**src/rtl/mos_pkg.sv**
```systemverilog
// Package for the nonnegative-sample median block.
// Sizing constants and sequencer state type; no dependencies.
package mos_pkg;

  localparam int MAX_SAMPLES = 64;                    // store depth, 2..127
  localparam int CNT_W       = $clog2(MAX_SAMPLES + 1);
  localparam int ADDR_W      = $clog2(MAX_SAMPLES);
  localparam int SAMPLE_W    = 32;                    // Q16.16 signed
  localparam int VAL_W       = SAMPLE_W - 1;          // nonnegative magnitude
  localparam int KEPT_W      = 7;                     // kept_count field width

  typedef enum logic [2:0] {
    ST_IDLE,   // waiting for an item
    ST_RD,     // read neighbor below insert slot
    ST_CMP,    // compare neighbor, shift up or stop
    ST_WR,     // drop new value into its slot
    ST_MED_A,  // read lower middle entry
    ST_MED_B,  // latch lower, read upper middle entry
    ST_MED_C   // add and present result
  } state_t;

endpackage

```
**src/rtl/median_of_nonnegative_set.sv**
```systemverilog
// Top level: median of the nonnegative samples of a set, via insertion sort.
// Depends on mos_pkg (sizing constants, state_t).
//
//  channel | ports                                         | handshake
//  --------+-----------------------------------------------+---------------------------
//  input   | in_sample[31:0] (signed), in_last             | start & !busy
//  result  | out_median_twice, out_valid_res, out_overflow,| out_strobe, one cycle,
//          | out_kept_count[6:0]                           | cannot be held off
//
// Steps: a negative or dropped sample is handled in ST_IDLE alone. A kept
// sample takes one RD/CMP pair per shifted entry, plus one more pair for the
// compare that stops the scan unless it sinks to slot 0 (no pair at all for
// an empty store), then the write.
// An item with in_last set adds the two middle reads and the add (only
// ST_MED_A for an empty set); the result strobe follows in the next cycle.
// The store port sets the rate.
// Reset (rst_n low, synchronous) empties the set; store contents stay
// undefined and are never read before being written within a set.
// The receiver cannot stall: each result is shown for exactly one cycle.
module median_of_nonnegative_set
  import mos_pkg::*;
(
  input  logic                       clk,
  input  logic                       rst_n,
  input  logic                       start,
  output logic                       busy,
  input  logic signed [SAMPLE_W-1:0] in_sample,
  input  logic                       in_last,
  output logic                       out_strobe,
  output logic [SAMPLE_W-1:0]        out_median_twice,
  output logic                       out_valid_res,
  output logic                       out_overflow,
  output logic [KEPT_W-1:0]          out_kept_count
);

  // sorted store, ascending; single write port, one registered read port
  logic [VAL_W-1:0] mem [MAX_SAMPLES];

  state_t            state_r, state_nxt;
  logic [CNT_W-1:0]  cnt_r, cnt_nxt;         // kept samples in this set
  logic              ovf_r, ovf_nxt;         // a sample was dropped
  logic [VAL_W-1:0]  v_r, v_nxt;             // value being inserted
  logic [ADDR_W-1:0] pos_r, pos_nxt;         // current hole in the store
  logic              last_r, last_nxt;       // item closes the set
  logic [VAL_W-1:0]  rd_data_r;
  logic [VAL_W-1:0]  lo_r, lo_nxt;           // lower middle entry

  logic                out_strobe_r, out_strobe_nxt;
  logic [SAMPLE_W-1:0] med_r, med_nxt;
  logic                vres_r, vres_nxt;
  logic                oovf_r, oovf_nxt;
  logic [KEPT_W-1:0]   kept_r, kept_nxt;

  // store port controls
  logic              we;
  logic [ADDR_W-1:0] waddr;
  logic [VAL_W-1:0]  wdata;
  logic [ADDR_W-1:0] raddr;

  logic              accept;
  logic              nonneg;
  logic              room;
  logic [CNT_W-1:0]  cnt_m1;
  logic [CNT_W+KEPT_W-1:0] kept_ext;        // zero-extended count; its low KEPT_W bits give kept_count

  assign accept   = start && (state_r == ST_IDLE);
  assign nonneg   = !in_sample[SAMPLE_W-1];
  assign room     = (cnt_r < CNT_W'(MAX_SAMPLES));
  assign cnt_m1   = cnt_r - CNT_W'(1);
  assign kept_ext = {{KEPT_W{1'b0}}, cnt_r};

  always_comb begin
    state_nxt      = state_r;
    cnt_nxt        = cnt_r;
    ovf_nxt        = ovf_r;
    v_nxt          = v_r;
    pos_nxt        = pos_r;
    last_nxt       = last_r;
    lo_nxt         = lo_r;
    out_strobe_nxt = 1'b0;
    med_nxt        = med_r;
    vres_nxt       = vres_r;
    oovf_nxt       = oovf_r;
    kept_nxt       = kept_r;
    we             = 1'b0;
    waddr          = pos_r;
    wdata          = v_r;
    raddr          = pos_r - ADDR_W'(1);

    case (state_r)
      ST_IDLE: begin
        if (accept) begin
          last_nxt = in_last;
          v_nxt    = in_sample[VAL_W-1:0];
          if (nonneg && room) begin
            pos_nxt   = cnt_r[ADDR_W-1:0];
            state_nxt = (cnt_r == '0) ? ST_WR : ST_RD;
          end else begin
            if (nonneg) ovf_nxt = 1'b1;
            state_nxt = in_last ? ST_MED_A : ST_IDLE;
          end
        end
      end
      ST_RD: begin
        // read issued at pos-1 by default raddr
        state_nxt = ST_CMP;
      end
      ST_CMP: begin
        if (rd_data_r > v_r) begin
          // move larger neighbor up one slot
          we        = 1'b1;
          wdata     = rd_data_r;
          pos_nxt   = pos_r - ADDR_W'(1);
          state_nxt = (pos_r == ADDR_W'(1)) ? ST_WR : ST_RD;
        end else begin
          state_nxt = ST_WR;
        end
      end
      ST_WR: begin
        we        = 1'b1;
        cnt_nxt   = cnt_r + CNT_W'(1);
        state_nxt = last_r ? ST_MED_A : ST_IDLE;
      end
      ST_MED_A: begin
        if (cnt_r == '0) begin
          // empty set
          out_strobe_nxt = 1'b1;
          med_nxt        = '0;
          vres_nxt       = 1'b0;
          oovf_nxt       = ovf_r;
          kept_nxt       = '0;
          ovf_nxt        = 1'b0;
          state_nxt      = ST_IDLE;
        end else begin
          raddr     = ADDR_W'(cnt_m1 >> 1);      // (n-1)/2
          state_nxt = ST_MED_B;
        end
      end
      ST_MED_B: begin
        lo_nxt    = rd_data_r;
        raddr     = ADDR_W'(cnt_r >> 1);         // n/2
        state_nxt = ST_MED_C;
      end
      ST_MED_C: begin
        // odd count reads the middle twice, even count the two middles
        out_strobe_nxt = 1'b1;
        med_nxt        = SAMPLE_W'(lo_r) + SAMPLE_W'(rd_data_r);
        vres_nxt       = 1'b1;
        oovf_nxt       = ovf_r;
        kept_nxt       = kept_ext[KEPT_W-1:0];
        cnt_nxt        = '0;
        ovf_nxt        = 1'b0;
        state_nxt      = ST_IDLE;
      end
      default: begin
        state_nxt = ST_IDLE;
      end
    endcase
  end

  always_ff @(posedge clk) begin
    if (we) mem[waddr] <= wdata;
    rd_data_r <= mem[raddr];
  end

  always_ff @(posedge clk) begin
    if (!rst_n) begin
      state_r      <= ST_IDLE;
      cnt_r        <= '0;
      ovf_r        <= 1'b0;
      out_strobe_r <= 1'b0;
    end else begin
      state_r      <= state_nxt;
      cnt_r        <= cnt_nxt;
      ovf_r        <= ovf_nxt;
      out_strobe_r <= out_strobe_nxt;
    end
  end

  always_ff @(posedge clk) begin
    v_r    <= v_nxt;
    pos_r  <= pos_nxt;
    last_r <= last_nxt;
    lo_r   <= lo_nxt;
    med_r  <= med_nxt;
    vres_r <= vres_nxt;
    oovf_r <= oovf_nxt;
    kept_r <= kept_nxt;
  end

  assign busy             = (state_r != ST_IDLE);
  assign out_strobe       = out_strobe_r;
  assign out_median_twice = med_r;
  assign out_valid_res    = vres_r;
  assign out_overflow     = oovf_r;
  assign out_kept_count   = kept_r;

endmodule
```
**config.mk**
```make
export PLATFORM = sky130hd
export DESIGN_NAME = median_of_nonnegative_set
export DESIGN_NICKNAME = d
export VERILOG_FILES = /design/src/rtl/mos_pkg.sv /design/src/rtl/median_of_nonnegative_set.sv
export SDC_FILE = /design/constraint.sdc
export NUM_CORES = 2
export LEC_CHECK = 0
export BUFFER_PORTS_ARGS = -buffer_cell sky130_fd_sc_hd__buf_2
export CAP_MARGIN = 30
export CELL_PAD_IN_SITES_DETAIL_PLACEMENT = 1
export CELL_PAD_IN_SITES_GLOBAL_PLACEMENT = 1
export CORE_AREA = 10 10 683 517
export CTS_CLUSTER_SIZE = 10
export DETAILED_ROUTE_END_ITERATION = 8
export DIE_AREA = 0 0 693 527
export PLACE_DENSITY = 0.47
export SLEW_MARGIN = 5
export SYNTH_ARGS = -nofsm -noshare
export SYNTH_HDL_FRONTEND = slang
export SYNTH_SLANG_ARGS = --single-unit
```
**constraint.sdc**
```tcl
create_clock -name clk -period 5.6 [get_ports clk]
set_input_delay 0 -clock clk [delete_from_list [all_inputs] [get_ports clk]]
set_output_delay 0 -clock clk [all_outputs]
set_load 0.02 [all_outputs]
```
**After elaboration in Yosys (flattened, before gate mapping)**

Memories as Yosys holds them, arrays and structs flattened. A register that Yosys moved wholly into a read port is not among the register bits.
Index checks and enable logic that the tools add are counted.

- Register bits: 122
- RAM bits: 1984
- Memories: 1

Memories:

| memory | words | width | rd ports | clocked after memory_dff | write ports | RTL line | source |
|---|---|---|---|---|---|---|---|
| mem | 64 | 31 | 1 | 1 | 1 | median_of_nonnegative_set.sv:37 | `logic [VAL_W-1:0] mem [MAX_SAMPLES];` |

- Add/sub/neg operators: 4
- Order comparisons: 2
- Equal/unequal tests: 13
- Muxes and demuxes: 36
- Reduce and logical (&&, ||, !) cells: 14

Operators by type and width:

| operator | count |
|---|---|
| $pmux 32 s2 | 1 |
| $mux 31 | 2 |
| $add 31x31->32 | 1 |
| $mux 32 | 1 |
| $gt 31x31->1 | 1 |
| $pmux 7 s2 | 2 |
| $mux 6 | 4 |
| $pmux 6 s2 | 2 |
| $pmux 3 s6 | 1 |
| $mux 3 | 5 |
| $ne 2x2->1 const B | 5 |
| $eq 3x3->1 const B | 3 |
| $mux 1 | 9 |
| $pmux 1 s2 | 4 |
| $add 7x1->7 const B | 1 |
| $logic_not 7->1 | 1 |
| $lt 7x7->1 const B | 1 |
| $mux 7 | 1 |
| $sub 7x1->7 const B | 1 |
| $eq 3x2->1 const B | 2 |
| $eq 6x1->1 const B | 1 |
| $mux 2 | 3 |
| $reduce_bool 2->1 | 3 |
| $reduce_bool 3->1 | 2 |
| 10 further kinds | 12 |

**Depth between registers and ports, before layout**

- Word-level depth: 5
- Depth in mapped cells: 17
- Gate-level depth less buffers: 12

**Worst setup path after synthesis**

OpenSTA, ideal clock, no wires.

- Kind: flip-flop to flip-flop
- Start point: reg v_r[28]
- End point: mem mem[0][1] (netlist bit), data pin
- Arrival: 4359 ps
- Data required time: 5037 ps
- Path slack: 677 ps
- Stages on the path, launching flop included: 14
- Buffers on the path: 2
- Clock period less this slack: 4923 ps
- Path through: edfxtp_1 -> inv_1 -> ha_1 -> nand2_1 -> nor3_1 -> nand3_1 -> or3_1 -> nor2b_1 -> o21ai_0 -> and3_1 -> or3_1 -> clkbuf_1 -> buf_1 -> mux2i_1

- Longest elaborated chain between the ends: 3

RTL lines:

| item | RTL line | source |
|---|---|---|
| start, declared | median_of_nonnegative_set.sv:42 | `logic [VAL_W-1:0] v_r, v_nxt;` |
| start signal, assigned | median_of_nonnegative_set.sv:181 | `v_r <= v_nxt;` |
| $gt 31x31->1 | median_of_nonnegative_set.sv:109 | `if (rd_data_r > v_r) begin` |
| $mux 31 | median_of_nonnegative_set.sv:109 |  |
| $mux 31 | median_of_nonnegative_set.sv:90 | `case (state_r)` |
| net wdata[1] | median_of_nonnegative_set.sv:57 | `logic [VAL_W-1:0] wdata;` |
| end, declared | median_of_nonnegative_set.sv:37 |  |

The timed path passes the listed nets, and every way through them passes these cells.

**Worst setup path after layout**

- Start point: reg rd_data_r[28], read port of mem
- End point: mem mem[20][27] (netlist bit), data pin

- Longest elaborated chain between the ends: 3

RTL lines:

| item | RTL line | source |
|---|---|---|
| start, declared | median_of_nonnegative_set.sv:45 | `logic [VAL_W-1:0] rd_data_r;` |
| $gt 31x31->1 | median_of_nonnegative_set.sv:109 |  |
| $mux 31 | median_of_nonnegative_set.sv:109 |  |
| $mux 31 | median_of_nonnegative_set.sv:90 |  |
| net wdata[27] | median_of_nonnegative_set.sv:57 |  |

The timed path passes the listed nets, and every way through them passes these cells.

==> flow_summary.ini <==
[status]
outcome = finished, final reports clean

[timing]
slew-limit-headroom_pct = 34.3
tightestPinTransition_ps = 985
holdWs_ps = 64.4
maxSlewViolCount = 0
finalClockSkew_ps = 70.9
rsz0062_at_grt = false
post-route-period-util_pct = 92.8
min_period_ps = 5200
hold_viol = 0
fmax_ghz = 0.192
finalSetupViolCount = 0
fin_tns_setup_ps = 0

[logic_synthesis]
yosysTopAreaCell = edfxtp_1
avgSynthCellArea_um2 = 16.0
async_flop_share_pct = 0
synth_nets = 5390
synth_cell_types = 68
synth_cells = 5287
synth_ff_type = edfxtp_1
synth_edf_count = 2094
synth_area_um2 = 84600
synthTopCellsByCount = edfxtp_1, nand2_1, nand3_1
ys_warn_count = 0
post-synth-top-count-cell = edfxtp_1
netlist_top_cells_area = edfxtp_1, mux4_2, nand2_1, nand3_1, a21oi_1
synth-seq-cells = 2137
netlist.area_leader.share_pct = 74.3
ys_seq_area_share_pct = 75.4

[grt]
grt_max_degree = 156
grt.total_usage_pct = 15.5
antenna_found_initial = 7
grt_overflow = 0
grt_pass1_vias = 50911
grt_pass1_wl_um = 410000

[critical_path]
r2r_end = mem[20][27]
cp-start-kind = flip-flop
r2r_start = rd_data_r[28]
path_class = reg2reg
required_ps = 6190
r2r_slack_ps = 400
path_max_fanout = 40
cp_data_arrival_time_ps = 5790
worstSetupEndpointType = flip-flop
reg2regPathDepth = 12

[floorplan]
row_count = 186
die_x_um = 693
die_y_um = 527
start_util_pct = 24.9
ios = 79
die-area_um2 = 365000
coreArea_um2 = 340000

[clock_network]
cts.clk_slew.worst_paths_ps = 60
clockBufferDepth = 4
cts_tree = done
clkSinkCount = 2137
clk_latency_ps = 910
cts_setup_buffers = 0
cts-root-buf = clkbuf_16
numCtsBuffers = 241
h-tree-depth = 4

[worst_hold_path]
hold_path_class = in2reg
min_to = out_strobe
holdCritStartpoint = rst_n
whs_path_depth = 3

[placed_design]
portBuffers = 78
globalplace.congestion = 0.768
dpl.hpwl_um = 167000

[detailed_routing]
first_pass_iters = 5
post-route-drc-count = 0
antenna_left = 0
viasPerCell = 4.87
first_iter_violations = 5303
wirelength_um = 293000
vias = 50070
wl_per_cell_um = 28.6

[layout]
nFillCells = 35478
register_area_um2 = 63700
syn_to_final_growth_pct = 19.3
fin_nets = 5756
multi_input_area_um2 = 20000
drive_above_1_share_pct = 17.8

[power]
cellPowerDensity_nw_per_um2 = 450
p_leak_nw = 33.0
ir_drop_mv = 0.340
power_mw = 45.4

[job]
drv_cap = 0
critical path: stages (launching register included):
cell and delay, ps:
dfxtp_1 430, ha_1 360, nand2_1 80, nor3_2 570, nand3_1 330, or3_1 660, nor2b_1 220, o21ai_0 310
and3_1 310, or3_2 230, buf_4 210, mux2_2 590, buf_4 530
how the worst max path moves through the flow:
stage | start | slack, ps | cells after the start | to
6_report | rd_data_r[28] | 400 | 12 | mem[20][27]
5_1_grt | rd_data_r[28] | 270 | 12 | mem[20][27]
4_1_cts | rd_data_r[28] | 150 | 12 | mem[20][27]
3_5_place_dp | rd_data_r[28] | 150 | 12 | mem[35][27]
3_3_place_gp | rd_data_r[28] | -40 | 11 | mem[15][6]
2_1_floorplan | v_r[28] | 680 | 13 | mem[0][1]
routing by layer:
metal / GRT usage, % / up-vias / part of all wire [%]
li1: - / 21172 / -
met1: 24.0 / 27034 / 50
met2: 22.3 / 1509 / 42
met3: 3.21 / 351 / 6.5
met4: 3.15 / 4 / 2.0
met5: 0 / - / 0.011
where the power goes:
| part | internal (mW) | switching, mW | total (mW) |
|---|---|---|---|
| clock network | 7.90 | 6.29 | 14.2 |
| registers | 18.7 | 0.341 | 19.0 |
| logic | 4.04 | 8.16 | 12.2 |
flip-flops by register name, indices dropped and copies added (netlist names), 6 cells and up:
signal / count
out_kept_count: 7
out_median_twice: 32
mem: 1984
pos_r: 6
v_r: 31
rd_data_r: 31
lo_r: 31
cnt_r: 7
repair_timing:
item / CTS / global route
setup endpoints to repair: 0 / 40
gates resized for setup: 0 / 1
endpoints found under the hold margin: 68 / 0
hold buffers: 69 / 0
per-stage QoR:
stage | utilization (%) | cells | worst slack (ps) | cell area (um2)
finish | 29.7 | 10276 | 401 | 101000
global placement | 27.4 | 9828 | -35.2 | 93200
global route | 29.7 | 10275 | 272 | 101000
floorplan | - | 5287 | 677 | 84600
CTS | 29.7 | 10274 | 152 | 101000
detailed placement | 27.5 | 9853 | 153 | 93700
area by class of cell:
type                       instances  area share [%]
inverter                          49           0.182
sequential                      2137            63.2
timing repair buffer             442            4.77
clock buffer                     345            6.41
tap                             4512            5.59
multi-input combinational       2782            19.8
antenna                            2         0.00496
clock inverter                     7          0.0967
placed cells by master (no fill, tap or decap), types with 33 or more instances in the layout:
cell,Yosys,final
ha_1,66,66
nand2_1,1036,1035
nand4_1,45,45
edfxtp_1,2094,2094
nor2_1,121,53
dfxtp_1,43,43
buf_12,0,120
nand3_1,299,294
a21oi_1,259,258
clkbuf_1,224,100
a21o_1,33,33
nor3_1,52,51
and3_1,105,105
buf_4,1,173
a31oi_1,125,125
o31ai_1,34,34
clkbuf_16,0,242
nor2_4,0,68
inv_1,49,49
dlygate4sd3_1,0,69
mux4_2,276,276
buf_2,52,79
kinds of logic (layout without fill, tap and decap cells):
group	after synthesis	in the layout	share of synthesized area [%]
flip-flops	2137	2137	75.4
AND/OR/NAND/NOR	1756	1756	9.11
other	0	2	0
buffers and inverters	368	843	1.80
multiplexers	312	312	7.82
AO/OA/AOI/OAI	624	624	4.66
adder cells (fa/ha/maj)	67	67	1.00
XOR/XNOR	23	23	0.238
Power figures use the tool's default switching activity.
